<file path="src/sv/smpq_pkg.sv">
`default_nettype none
package smpq_pkg;

	localparam logic OP_INSERT = 1'b0;
	localparam logic OP_REMOVE = 1'b1;

	localparam logic [1:0] ST_OK    = 2'd0;
	localparam logic [1:0] ST_EMPTY = 2'd1;
	localparam logic [1:0] ST_FULL  = 2'd2;

	localparam int VALUE_W = 32;
	localparam int FILL_W  = 5;

	typedef struct packed {
		logic [VALUE_W-1:0] value_out;
		logic [1:0]         status;
		logic               queue_empty;
		logic [FILL_W-1:0]  fill_count;
	} smpq_result_t;

endpackage
`default_nettype wire

</file>
<file path="src/sv/smpq_req_if.sv">
`default_nettype none
interface smpq_req_if;
	logic               valid;
	logic               ready;
	logic               operation;
	logic signed [31:0] value_in;

	modport source (output valid, output operation, output value_in, input ready);
	modport sink (input valid, input operation, input value_in, output ready);
endinterface
`default_nettype wire

</file>
<file path="src/sv/smpq_rsp_if.sv">
`default_nettype none
interface smpq_rsp_if;
	logic               valid;
	logic               ready;
	logic signed [31:0] value_out;
	logic [1:0]         status;
	logic               queue_empty;
	logic [4:0]         fill_count;

	modport source (output valid, output value_out, output status, output queue_empty,
		output fill_count, input ready);
	modport sink (input valid, input value_out, input status, input queue_empty,
		input fill_count, output ready);
endinterface
`default_nettype wire

</file>
<file path="src/sv/sorted_max_priority_queue_unit.sv">
// a rejected item goes from accept to the finish state, then into the output register;
//   an insert shifts smaller entries up one by one, a remove shifts the rest down one
// one item in work at a time: the next one is accepted only when the control is back in
//   idle, after the previous result enters the output register
// a finished result waits in the output register while the next item is accepted
// reset: arst_n clears the count and the handshake state; memory contents stay undefined
`default_nettype none
module sorted_max_priority_queue_unit
	import smpq_pkg::*;
#(
	parameter int CAPACITY   = 16,
	parameter int DATA_WIDTH = 32
) (
	input  wire logic   clk,
	input  wire logic   arst_n,
	smpq_req_if.sink    req,
	smpq_rsp_if.source  rsp
);

	localparam int AW = (CAPACITY > 1) ? $clog2(CAPACITY) : 1;
	localparam int CW = $clog2(CAPACITY + 1);

	logic                  wr_en;
	logic [AW-1:0]         wr_addr;
	logic [DATA_WIDTH-1:0] wr_data;
	logic                  rd_en;
	logic [AW-1:0]         rd_addr;
	logic [DATA_WIDTH-1:0] rd_data;

	logic         done_valid;
	logic         done_ready;
	smpq_result_t done_result;

	smpq_result_t res_q;
	logic         res_valid_q;

	smpq_ram #(
		.DEPTH (CAPACITY),
		.WIDTH (DATA_WIDTH),
		.AW    (AW)
	) u_ram (
		.clk     (clk),
		.wr_en   (wr_en),
		.wr_addr (wr_addr),
		.wr_data (wr_data),
		.rd_en   (rd_en),
		.rd_addr (rd_addr),
		.rd_data (rd_data)
	);

	smpq_ctrl #(
		.CAPACITY   (CAPACITY),
		.DATA_WIDTH (DATA_WIDTH),
		.AW         (AW),
		.CW         (CW)
	) u_ctrl (
		.clk         (clk),
		.arst_n      (arst_n),
		.req_valid   (req.valid),
		.req_ready   (req.ready),
		.req_op      (req.operation),
		.req_value   (req.value_in),
		.done_valid  (done_valid),
		.done_ready  (done_ready),
		.done_result (done_result),
		.wr_en       (wr_en),
		.wr_addr     (wr_addr),
		.wr_data     (wr_data),
		.rd_en       (rd_en),
		.rd_addr     (rd_addr),
		.rd_data     (rd_data)
	);

	// output register
	assign done_ready = !res_valid_q || rsp.ready;

	always_ff @(posedge clk or negedge arst_n) begin
		if (!arst_n) begin
			res_valid_q <= 1'b0;
		end else if (done_valid && done_ready) begin
			res_valid_q <= 1'b1;
		end else if (rsp.ready) begin
			res_valid_q <= 1'b0;
		end
	end

	always_ff @(posedge clk) begin
		if (done_valid && done_ready) begin
			res_q <= done_result;
		end
	end

	assign rsp.valid       = res_valid_q;
	assign rsp.value_out   = $signed(res_q.value_out);
	assign rsp.status      = res_q.status;
	assign rsp.queue_empty = res_q.queue_empty;
	assign rsp.fill_count  = res_q.fill_count;

endmodule
`default_nettype wire

</file>
<file path="src/sv/smpq_ram.sv">
`default_nettype none
module smpq_ram #(
	parameter int DEPTH = 16,
	parameter int WIDTH = 32,
	parameter int AW    = 4
) (
	input  wire logic             clk,
	input  wire logic             wr_en,
	input  wire logic [AW-1:0]    wr_addr,
	input  wire logic [WIDTH-1:0] wr_data,
	input  wire logic             rd_en,
	input  wire logic [AW-1:0]    rd_addr,
	output logic      [WIDTH-1:0] rd_data
);

	logic [WIDTH-1:0] mem [DEPTH];

	always_ff @(posedge clk) begin
		if (wr_en) begin
			mem[wr_addr] <= wr_data;
		end
		if (rd_en) begin
			rd_data <= mem[rd_addr];
		end
	end

endmodule
`default_nettype wire

</file>
<file path="src/sv/smpq_ctrl.sv">
`default_nettype none
module smpq_ctrl
	import smpq_pkg::*;
#(
	parameter int CAPACITY   = 16,
	parameter int DATA_WIDTH = 32,
	parameter int AW         = 4,
	parameter int CW         = 5
) (
	input  wire logic                  clk,
	input  wire logic                  arst_n,
	input  wire logic                  req_valid,
	output logic                       req_ready,
	input  wire logic                  req_op,
	input  wire logic signed [31:0]    req_value,
	output logic                       done_valid,
	input  wire logic                  done_ready,
	output smpq_result_t               done_result,
	output logic                       wr_en,
	output logic [AW-1:0]              wr_addr,
	output logic [DATA_WIDTH-1:0]      wr_data,
	output logic                       rd_en,
	output logic [AW-1:0]              rd_addr,
	input  wire logic [DATA_WIDTH-1:0] rd_data
);

	localparam logic [2:0] S_IDLE  = 3'd0;
	localparam logic [2:0] S_INS   = 3'd1;
	localparam logic [2:0] S_PLACE = 3'd2;
	localparam logic [2:0] S_REM   = 3'd3;
	localparam logic [2:0] S_FIN   = 3'd4;

	logic [2:0]            state_q;
	logic [CW-1:0]         count_q;
	logic [AW-1:0]         idx_q;
	logic [DATA_WIDTH-1:0] val_q;
	logic [VALUE_W-1:0]    pend_value_q;
	logic [1:0]            pend_status_q;

	logic signed [63:0]    value_ext;
	logic [DATA_WIDTH-1:0] in_val;
	logic                  accept;
	logic                  full;
	logic                  empty;
	logic [AW-1:0]         last_idx;
	logic                  gt;

	assign value_ext = 64'(req_value);
	assign in_val    = DATA_WIDTH'(value_ext);
	assign req_ready = (state_q == S_IDLE);
	assign accept    = req_valid && req_ready;
	assign full      = (count_q == CW'(CAPACITY));
	assign empty     = (count_q == '0);
	assign last_idx  = AW'(count_q - CW'(1));
	assign gt        = $signed(val_q) > $signed(rd_data);

	assign done_valid              = (state_q == S_FIN);
	assign done_result.value_out   = pend_value_q;
	assign done_result.status      = pend_status_q;
	assign done_result.queue_empty = empty;
	assign done_result.fill_count  = FILL_W'(count_q);

	always_comb begin
		wr_en   = 1'b0;
		wr_addr = '0;
		wr_data = '0;
		rd_en   = 1'b0;
		rd_addr = '0;
		case (state_q)
			S_IDLE: begin
				if (accept && req_op == OP_INSERT && !full && !empty) begin
					rd_en   = 1'b1;
					rd_addr = last_idx;
				end else if (accept && req_op == OP_REMOVE && !empty) begin
					rd_en   = 1'b1;
					rd_addr = '0;
				end
			end
			S_INS: begin
				wr_en   = 1'b1;
				wr_addr = AW'(idx_q + AW'(1));
				if (gt) begin
					wr_data = rd_data;
					if (idx_q != '0) begin
						rd_en   = 1'b1;
						rd_addr = AW'(idx_q - AW'(1));
					end
				end else begin
					wr_data = val_q;
				end
			end
			S_PLACE: begin
				wr_en   = 1'b1;
				wr_addr = '0;
				wr_data = val_q;
			end
			S_REM: begin
				if (idx_q != '0) begin
					wr_en   = 1'b1;
					wr_addr = AW'(idx_q - AW'(1));
					wr_data = rd_data;
				end
				if (idx_q != last_idx) begin
					rd_en   = 1'b1;
					rd_addr = AW'(idx_q + AW'(1));
				end
			end
			default: begin
			end
		endcase
	end

	always_ff @(posedge clk or negedge arst_n) begin
		if (!arst_n) begin
			state_q <= S_IDLE;
			count_q <= '0;
		end else begin
			case (state_q)
				S_IDLE: begin
					if (accept) begin
						if (req_op == OP_INSERT) begin
							if (full) begin
								state_q <= S_FIN;
							end else if (empty) begin
								state_q <= S_PLACE;
							end else begin
								state_q <= S_INS;
							end
						end else begin
							if (empty) begin
								state_q <= S_FIN;
							end else begin
								state_q <= S_REM;
							end
						end
					end
				end
				S_INS: begin
					if (gt) begin
						if (idx_q == '0) begin
							state_q <= S_PLACE;
						end
					end else begin
						count_q <= CW'(count_q + CW'(1));
						state_q <= S_FIN;
					end
				end
				S_PLACE: begin
					count_q <= CW'(count_q + CW'(1));
					state_q <= S_FIN;
				end
				S_REM: begin
					if (idx_q == last_idx) begin
						count_q <= CW'(count_q - CW'(1));
						state_q <= S_FIN;
					end
				end
				S_FIN: begin
					if (done_ready) begin
						state_q <= S_IDLE;
					end
				end
				default: begin
					state_q <= S_IDLE;
				end
			endcase
		end
	end

	// datapath, no reset
	always_ff @(posedge clk) begin
		case (state_q)
			S_IDLE: begin
				if (accept) begin
					val_q        <= in_val;
					pend_value_q <= '0;
					if (req_op == OP_INSERT) begin
						idx_q         <= last_idx;
						pend_status_q <= full ? ST_FULL : ST_OK;
					end else begin
						idx_q         <= '0;
						pend_status_q <= empty ? ST_EMPTY : ST_OK;
					end
				end
			end
			S_INS: begin
				if (gt && idx_q != '0) begin
					idx_q <= AW'(idx_q - AW'(1));
				end
			end
			S_REM: begin
				if (idx_q == '0) begin
					pend_value_q <= VALUE_W'(rd_data);
				end
				if (idx_q != last_idx) begin
					idx_q <= AW'(idx_q + AW'(1));
				end
			end
			default: begin
			end
		endcase
	end

endmodule
`default_nettype wire

</file>
<file path="src/flat_wrapper.sv">
// flat-port wrapper written by rule: the top's interface ports become plain ports
module sorted_max_priority_queue_unit_flat import smpq_pkg::*;
#(
	parameter int CAPACITY   = 16,
	parameter int DATA_WIDTH = 32
)
  (clk, arst_n, req_valid, req_operation, req_value_in, req_ready, rsp_valid, rsp_value_out, rsp_status, rsp_queue_empty, rsp_fill_count, rsp_ready);
  smpq_req_if req_i ();
  smpq_rsp_if rsp_i ();
  input  wire logic clk;
  input  wire logic arst_n;
  input wire logic [$bits(req_i.valid)-1:0] req_valid;
  input wire logic [$bits(req_i.operation)-1:0] req_operation;
  input wire logic [$bits(req_i.value_in)-1:0] req_value_in;
  output wire logic [$bits(req_i.ready)-1:0] req_ready;
  output wire logic [$bits(rsp_i.valid)-1:0] rsp_valid;
  output wire logic [$bits(rsp_i.value_out)-1:0] rsp_value_out;
  output wire logic [$bits(rsp_i.status)-1:0] rsp_status;
  output wire logic [$bits(rsp_i.queue_empty)-1:0] rsp_queue_empty;
  output wire logic [$bits(rsp_i.fill_count)-1:0] rsp_fill_count;
  input wire logic [$bits(rsp_i.ready)-1:0] rsp_ready;
  assign req_i.valid = req_valid;
  assign req_i.operation = req_operation;
  assign req_i.value_in = req_value_in;
  assign req_ready = req_i.ready;
  assign rsp_valid = rsp_i.valid;
  assign rsp_value_out = rsp_i.value_out;
  assign rsp_status = rsp_i.status;
  assign rsp_queue_empty = rsp_i.queue_empty;
  assign rsp_fill_count = rsp_i.fill_count;
  assign rsp_i.ready = rsp_ready;
  sorted_max_priority_queue_unit #(.CAPACITY(CAPACITY), .DATA_WIDTH(DATA_WIDTH)) u_core (.clk(clk), .arst_n(arst_n), .req(req_i), .rsp(rsp_i));
endmodule
</file>
<file path="config.mk">
export PLATFORM = sky130hd
export DESIGN_NAME = sorted_max_priority_queue_unit_flat
export DESIGN_NICKNAME = d
export VERILOG_FILES = /design/src/sv/smpq_pkg.sv /design/src/sv/smpq_req_if.sv /design/src/sv/smpq_rsp_if.sv /design/src/sv/sorted_max_priority_queue_unit.sv /design/src/sv/smpq_ram.sv /design/src/sv/smpq_ctrl.sv /design/src/flat_wrapper.sv
export SDC_FILE = /design/constraint.sdc
export NUM_CORES = 1
export LEC_CHECK = 0
export BUFFER_PORTS_ARGS = -buffer_cell sky130_fd_sc_hd__buf_2
export CAP_MARGIN = 10
export CELL_PAD_IN_SITES_DETAIL_PLACEMENT = 1
export CELL_PAD_IN_SITES_GLOBAL_PLACEMENT = 2
export CORE_MARGIN = 1.5
export CORE_UTILIZATION = 52
export DETAILED_ROUTE_END_ITERATION = 10
export PLACE_DENSITY_LB_ADDON = 0.1
export SLEW_MARGIN = 15
export SYNTH_ARGS = -nofsm -noshare
export SYNTH_HDL_FRONTEND = slang
export SYNTH_HIERARCHICAL = 1
export SYNTH_SLANG_ARGS = --single-unit
</file>
<file path="constraint.sdc">
create_clock -name clk -period 7.7 [get_ports clk]
set_input_delay 1.54 -clock clk [delete_from_list [all_inputs] [get_ports clk]]
set_output_delay 1.54 -clock clk [all_outputs]
set_load 0.05 [all_outputs]
</file>
==> impl_results.md, run 1 <==
- Worst R2R End: u_core/u_ram/rd_data[25]
- Netlist cell types: 70
- Highest Clock Rate: 0.194 GHz
- Area of the core: 49900 um2
- Worst Clk Skew: 0.0219 ns
- Vias: 13000
- Synth Area per Inst: 20.0 um2
- Worst Setup Slack, final: 2.56 ns
- Seq cells post-synth: 663
- Yosys warnings: 6
- CTS tree: yes
- Final min period: 5.14 ns
- RSZ-0062 raised after global routing: no
- Area grow syn2layout: 13.6%
- Clock Pin Slew Worst Setup and Hold Paths: 0.06 ns
- Final number of hold-violating endpoints: 0
- Antenna-violating nets left: 0
- Min-delay worst type: register to register
- Initial Utilization: 52.5%
- CTS H-tree lvls: 3
- Async SR Flop Fraction: 1.36%
- Grt total ovfl: 0
- Post-DP HPWL: 34.2 mm
- Final setup violating endpoints: 0
- Period utilization: 66.8%
- Sequential share of the synthesized area: 75.9%
- Largest net degree at the start of global routing: 77
- Setup crit end kind: register
- WP data arrival: 5.48 ns
- Post-synthesis cell area: 26200 um2
- EDFF count, synth: 654
- DR WL/cell: 29.7 um
- WP data required: 8.04 ns
- Ports: 79
- Vias per Instance: 6.06
- Gate power share: 27.5%
- Final WL: 63.9 mm
- Root Driver: clkbuf_16
- Switching power: 3660 uW
- Max Cap Violations: 0
- Total CTS buffers: 69
- Status: completed
- Critical R2R Launch: u_core/u_ram/rd_data[15]
- Internal power component: 7870 uW
- Vias in the first global route: 13800
- GPL Wtd Cong: 0.762
- Clk sinks: 663
- Clock tree buffer depth: 3
- Switching Share: 31.7%
- Kind of critical path: register to register
- Die H: 227 um
- Place WS: 2.57 ns
- Mapped Cells: 1311
- Post_cts resized: 0
- Synthesized Nets: 1386
- DIE AREA: 51700 um2
- PortBufs: 78
- Post-synth top flop: edfxtp_1
- Crit path to: u_core/u_ram/rd_data[25]
- Router iterations before antenna repair: 5
- Final setup TNS: 0 ns
- GRT Util Overall: 25.6%
- Layout cells sized above 1: 26.8%
- Rows: 82
- CP max FO: 54
- Worst Reg-to-Reg Cells: 13
- Clk pwr share: 28.6%
- Hold Buf Count CTS: 0
- First-pass GRT wire length: 92.5 mm
- Drt initial violations: 1010
- Startpoint Class: register
- Worst setup path startpoint: u_core/u_ram/rd_data[15]
- Tightest Pin Transition: 0.896 ns
- Fin nets: 1503
- Flop pwr share: 44.0%
- Power per cell area: 388 nW/um2
- Fillers: 4249
- Post-CTS Setup Bufs: 0
- Initial antenna violation count: 1
- R2r setup slk: 2.56 ns
- Static Leak: 0.00979 uW
- Worst skew pair latency: 0.60 ns
- Chip width: 227 um
- Residual DRC: 0
- Number of max-slew violations in the final report: 0
- Peak supply drop: 0.210 mV
- Max-slew headroom: 40.2%
critical path, cell delays in order, from the launching register on:
cell and delay (ns):
edfxtp_1 0.36, inv_1 0.07, ha_1 0.32, nand4_1 0.34, or2_1 0.39, a211o_1 0.34, a311oi_1 0.58, o21a_1 0.20
o21ai_0 0.23, o221ai_4 0.53, buf_4 0.76, mux4_2 0.43, a22oi_1 0.20, nand2_1 0.08
metal layers:
metal / vias up / track usage, % / part of all wire (%)
li1: 5599 / - / -
met3: 110 / 5.01 / 5.5
met4: 0 / 7.54 / 2.4
met5: - / 0 / 0
met1: 6949 / 34.2 / 41
met2: 372 / 43.0 / 51
layout by cell type, fill, tap and decap left out, types with 7 or more instances in the layout:
master,n
edfxtp_1,654
mux4_2,128
buf_2,78
clkbuf_16,71
a22oi_1,64
nand2_1,60
nor2_1,41
inv_1,40
ha_1,38
buf_4,30
a21oi_1,24
a22o_2,20
clkinv_1,14
o21ai_0,14
nor2_4,13
a22o_1,12
clkbuf_1,11
clkinv_2,10
dfrtp_1,9
xnor2_1,9
bufinv_16,8
nand3_1,7
xor2_1,7
synth_stat cells (7+ instances only):
master	instances	area share, %
buf_4	10	0.29
clkbuf_1	28	0.40
edfxtp_1	654	75
a22o_2	20	0.77
buf_1	12	0.17
mux4_2	128	11
ha_1	38	1.8
xnor2_1	9	0.30
a22oi_1	64	1.8
nand2_1	61	0.88
o21ai_0	16	0.31
nand3_1	7	0.13
nor3_1	10	0.19
buf_2	8	0.15
nor2_1	54	0.77
nor2b_1	8	0.19
a22o_1	12	0.40
a21oi_1	24	0.46
inv_1	41	0.59
dfrtp_1	9	0.86
xor2_1	7	0.23
final cells by class:
| class | instances | area (um2) | area share (%) |
|---|---|---|---|
| flip-flops and latches | 663 | 19900 | 66.9 |
| repair buffers | 110 | 656 | 2.21 |
| diodes | 1 | 2.50 | 0.00842 |
| multi-input cells | 543 | 5990 | 20.2 |
| well taps | 672 | 841 | 2.83 |
| clock inverters | 38 | 389 | 1.31 |
| inverters | 41 | 154 | 0.518 |
| clock buffers | 82 | 1820 | 6.12 |
power groups by stage:
stage	logic, uW	registers (uW)	clock network, uW
global route	3430	5110	3460
CTS	3200	5070	3350
detailed placement	3190	5140	0
global placement	3120	5120	0
finish	3170	5070	3290
floorplan	2020	5290	0
state kept, by name (all words and copies together), names as in the netlist, 3 cells and up:
| name | count |
|---|---|
| u_core/rsp.value_out | 32 |
| u_core/u_ram/rd_data | 32 |
| u_core/u_ram/mem | 512 |
| u_core/u_ctrl/count_q | 5 |
| u_core/rsp.fill_count | 5 |
| u_core/u_ctrl/val_q | 32 |
| u_core/u_ctrl/state_q | 3 |
| u_core/u_ctrl/idx_q | 4 |
| u_core/u_ctrl/pend_value_q | 32 |
stage by stage:
stage | std cells | hold slack (ns) | util [%] | cell area (um2) | total power [uW]
floorplan | 1311 | 0.400 | - | 26200 | 7310
global placement | 2029 | 0.401 | 55.2 | 27500 | 8240
detailed placement | 2029 | 0.405 | 55.2 | 27500 | 8330
CTS | 2149 | 0.387 | 59.6 | 29700 | 11600
global route | 2149 | 0.419 | 59.6 | 29700 | 12000
finish | 2150 | 0.400 | 59.6 | 29700 | 11500
logic make-up after synthesis:
group | share of synthesized area, %
flops | 75.9
fa+ha+maj | 1.82
buf+inv | 1.86
simple gates | 3.65
mux | 11.1
compound gates | 5.01
xor+xnor | 0.622
worst min path at each step:
stage	start	endpoint	slack [ns]	cells past startpoint
2_1_floorplan	u_core/u_ctrl/pend_status_q[0]	u_core/rsp.status[0]	0.40	0
3_3_place_gp	u_core/u_ctrl/pend_value_q[4]	u_core/rsp.value_out[4]	0.40	0
3_5_place_dp	u_core/u_ctrl/pend_value_q[8]	u_core/rsp.value_out[8]	0.41	0
4_1_cts	u_core/u_ctrl/pend_value_q[29]	u_core/rsp.value_out[29]	0.39	0
5_1_grt	u_core/u_ctrl/pend_value_q[29]	u_core/rsp.value_out[29]	0.42	0
6_report	u_core/u_ctrl/pend_value_q[29]	u_core/rsp.value_out[29]	0.40	0
Note: power is estimated with default switching activity, not from simulation.
==> inputs of run 2 (changes only) <==
--- a/config.mk
+++ b/config.mk
@@ -5,12 +5,13 @@
 export SDC_FILE = /design/constraint.sdc
 export NUM_CORES = 1
 export LEC_CHECK = 0
+export ABC_AREA = 1
 export BUFFER_PORTS_ARGS = -buffer_cell sky130_fd_sc_hd__buf_2
 export CAP_MARGIN = 10
 export CELL_PAD_IN_SITES_DETAIL_PLACEMENT = 1
 export CELL_PAD_IN_SITES_GLOBAL_PLACEMENT = 2
 export CORE_MARGIN = 1.5
-export CORE_UTILIZATION = 52
+export CORE_UTILIZATION = 38
 export DETAILED_ROUTE_END_ITERATION = 10
 export PLACE_DENSITY_LB_ADDON = 0.1
 export SLEW_MARGIN = 15
==> constraint.sdc (replaced) <==
create_clock -name clk -period 4.45 [get_ports clk]
set_input_delay 0.89 -clock clk [delete_from_list [all_inputs] [get_ports clk]]
set_output_delay 0.89 -clock clk [all_outputs]
set_load 0.05 [all_outputs]
==> run 2 against run 1 <==
Clock power up 91%. Worst setup slack worse by 2.3 ns. Maximum frequency up 23%. Via count up 47%. Die area up 51%. Core utilization down 16 points. Routed wire length up 33%. Total power up 110%. Cell count up 77%. Global-route usage down 3.7 points. Critical endpoint unchanged.
==> impl_results.md, run 2 <==
- Min-delay worst type: primary input to async pin
- Netlist cell types: 42 (-40%)
- Final setup violating endpoints: 0 (unchanged)
- Dominant cells by area after synthesis: edfxtp_1 (68%), nand2_1 (9.8%), nand3_1 (6.9%)
- Post-synth top area share: 67.6% (-7.5 points)
- Final number of hold-violating endpoints: 0 (unchanged)
- Commonest non-fill, non-tap cell in the layout: nand2_1
- CP dominant cell by count: nand2_1
- Slowest stage delay, CP: 0.46 ns (-0.30 ns)
- Area of the core: 75800 um2 (+52%)
- GPL Wtd Cong: 0.795 (+4.3%)
- DR WL/cell: 22.3 um (-25%)
- Initial Utilization: 38.3% (-14 points)
- Root Driver: clkbuf_16
- Antenna-violating nets left: 0 (unchanged)
- Post-CTS Setup Bufs: 0 (unchanged)
- Die H: 280 um (+23%)
- CTS tree: yes
- Static Leak: 0.0140 uW (+43%)
- Worst Clk Skew: 0.0247 ns (+0.00279 ns)
- RSZ-0062 raised after global routing: no
- Drt initial violations: 1306 (+29%)
- Residual DRC: 0 (unchanged)
- Final WL: 85.0 mm (+33%)
- CTS H-tree lvls: 3 (unchanged)
- CP max-delay cell: edfxtp_1
- WP data required: 4.74 ns (-3.30 ns)
- Setup crit end kind: register
- Status: completed
- Synthesized Nets: 2732 (+97%)
- Clk sinks: 663 (unchanged)
- Pwr Total: 24400 uW (+110%)
- Most frequent cells in the layout: nand2_1 (761), edfxtp_1 (654), inv_1 (460), nand3_1 (402), clkbuf_16 (80)
- Seq cells post-synth: 663 (unchanged)
- Top cells by count, synth: nand2_1 (761), edfxtp_1 (654), inv_1 (462), nand3_1 (402), nor2_1 (69)
- Max Cap Violations: 0 (unchanged)
- Crit path cell chain: inv_1 > ha_1 > a21oi_1 > o21a_1 > nand2_1 > a21oi_2 > nand2_2 > nand2_1 > nand2_2 > nand4_1 > nand2_1 > inv_2 > o21ai_4 > buf_12 > inv_6 > buf_16 > buf_4 > nand2_1 > nand3_1 > nand3_1 > nand3_1 > nand2_1
- DIE AREA: 78200 um2 (+51%)
- Grt total ovfl: 0 (unchanged)
- Top-count cell post-synth: nand2_1
- Tightest Pin Transition: 1.26 ns (+0.362 ns)
- R2r setup slk: 0.27 ns (-2.28 ns)
- PortBufs: 78 (unchanged)
- Fillers: 8194 (+93%)
- Clock Pin Slew Worst Setup and Hold Paths: 0.06 ns (about the same)
- Largest register FFs: 512 (unchanged)
- GRT Util Overall: 21.9% (-3.7 points)
- Async SR Flop Fraction: 1.36% (unchanged)
- Post-synthesis cell area: 29100 um2 (+11%)
- Register with the highest flop count: u_core/u_ram/mem
- Max-slew headroom: 15.8% (-24 points)
- DP Cell Count: 3666 (+81%)
- Layout cells sized above 1: 12.6% (-14 points)
- Post-DP HPWL: 48.9 mm (+43%)
- Clock tree buffer depth: 3 (unchanged)
- Worst skew pair latency: 0.62 ns (+0.02 ns)
- Router iterations before antenna repair: 5 (unchanged)
- Synth Area per Inst: 10.9 um2 (-45%)
- Rows: 101 (+23%)
- Peak supply drop: 0.312 mV (+49%)
- Power per cell area: 734 nW/um2 (+89%)
- Yosys warnings: 6 (unchanged)
- Vias per Instance: 5.04 (-17%)
- Sequential share of the synthesized area: 68.3% (-7.6 points)
- Startpoint Class: register
- Final instance count without filler cells: 3804 (+77%)
- Mapped Cells: 2657 (+100%)
- CP max FO: 47 (-13%)
- Largest net degree at the start of global routing: 97 (+26%)
- Post-synth top flop: edfxtp_1
- Ports: 79 (unchanged)
- Initial antenna violation count: 3 (+2)
- First-pass GRT wire length: 127 mm (+37%)
- Fin nets: 2843 (+89%)
- Highest Clock Rate: 0.239 GHz (+23%)
- EDFF count, synth: 654 (unchanged)
- Kind of critical path: register to register
- Final min period: 4.18 ns (-0.966 ns)
- Total CTS buffers: 77 (+12%)
- Area grow syn2layout: 14.5%
- Vias in the first global route: 19600 (+42%)
- Period utilization: 93.9% (+27 points)
- Number of max-slew violations in the final report: 0 (unchanged)
- Synth area leader: edfxtp_1
- Chip width: 280 um (+23%)
- Vias: 19200 (+47%)
- Final setup TNS: 0 ns (unchanged)
- WP data arrival: 4.47 ns (-1.01 ns)
==> run 2: cell types whose count changed in the layout (fill, tap and decap cells not counted), moves of 15 or more <==
| cell | change |
|---|---|
| a22oi_1 | -64 |
| inv_1 | +420 |
| buf_4 | +22 |
| mux4_2 | -128 |
| nand3_1 | +395 |
| nand2_1 | +701 |
| nand2_2 | +28 |
| o21ai_2 | +31 |
| a22o_2 | -20 |
| buf_12 | +15 |
==> run 2: routing by layer <==
layer	vias up	track usage, %	share of wire [%]
li1	8919	-	-
met1	9757	32.2	50
met2	362	34.6	45
met3	123	2.53	3.3
met4	0	5.70	2.2
met5	-	0	0
==> run 2: path summary, 6_finish.rpt <==
check                                              startpoint                        to  cells after the start
worst max-delay path                 u_core/u_ram/rd_data[31]  u_core/u_ram/rd_data[25]                     22
worst min-delay path                                   arst_n  u_core/u_ctrl/count_q[1]                      1
worst max register to register       u_core/u_ram/rd_data[31]  u_core/u_ram/rd_data[25]                     22
worst min register to register  u_core/u_ctrl/pend_value_q[0]   u_core/rsp.value_out[0]                      0
max in group asynchronous                              arst_n          u_core/rsp.valid                      1
min in group clk                u_core/u_ctrl/pend_value_q[0]   u_core/rsp.value_out[0]                      0
==> run 2: per-stage QoR <==
stage          utilization (%)  area (um2)  setup slack, ns  hold WS [ns]
2_1_floorplan                -       29100            0.107         0.400
3_3_place_gp              40.6       30800            0.139         0.400
3_5_place_dp              40.6       30800            0.120         0.406
4_1_cts                   43.9       33300            0.114         0.104
5_1_grt                   43.9       33300           0.0448         0.122
6_report                  43.9       33300            0.271         0.140
==> run 2: layout make-up <==
type / instances / area (um2) / area share, %
flip-flops and latches: 663 / 19900 / 59.7
repair buffers: 149 / 1170 / 3.53
well taps: 978 / 1220 / 3.68
multi-input cells: 1410 / 6800 / 20.4
clock inverters: 45 / 434 / 1.30
clock buffers: 91 / 2030 / 6.10
inverters: 467 / 1760 / 5.29
diodes: 1 / 2.50 / 0.00752
==> run 2: power by group <==
group	leakage [uW]	switching (uW)	total, uW	internal [uW]
sequential	0.00618	337	9210	8870
clock	0.00121	2550	6270	3720
combinational	0.00657	6610	8940	2330
total	0.0140	9500	24400	14900
==> run 2: critical path, delay by kind of cell (launching register included) <==
kind / cells / cell delay [ns]
AOI/OAI and AO/OA: 4 / 0.66
adders and majority gates: 1 / 0.43
buffers and inverters: 6 / 1.07
and+or+nand+nor: 11 / 1.14
DFF: 1 / 0.46
==> run 2: what timing repair did <==
item                                    in CTS  in global routing
resized for setup                            0                  1
hold buffers                                 0                  0
endpoints found under the setup margin       0                  1
==> run 2: cell families (layout without fill, tap and decap cells) <==
kind of cell | after synthesis | in the layout | share of synthesized area, %
flip-flops | 663 | 663 | 68.3
multiplexers | 1 | 1 | 0.0344
buffers and inverters | 584 | 752 | 8.82
other | 0 | 1 | 0
AO/OA/AOI/OAI | 77 | 77 | 1.88
XOR/XNOR | 13 | 13 | 0.418
adder cells (fa/ha/maj) | 38 | 38 | 1.64
AND/OR/NAND/NOR | 1281 | 1281 | 18.9
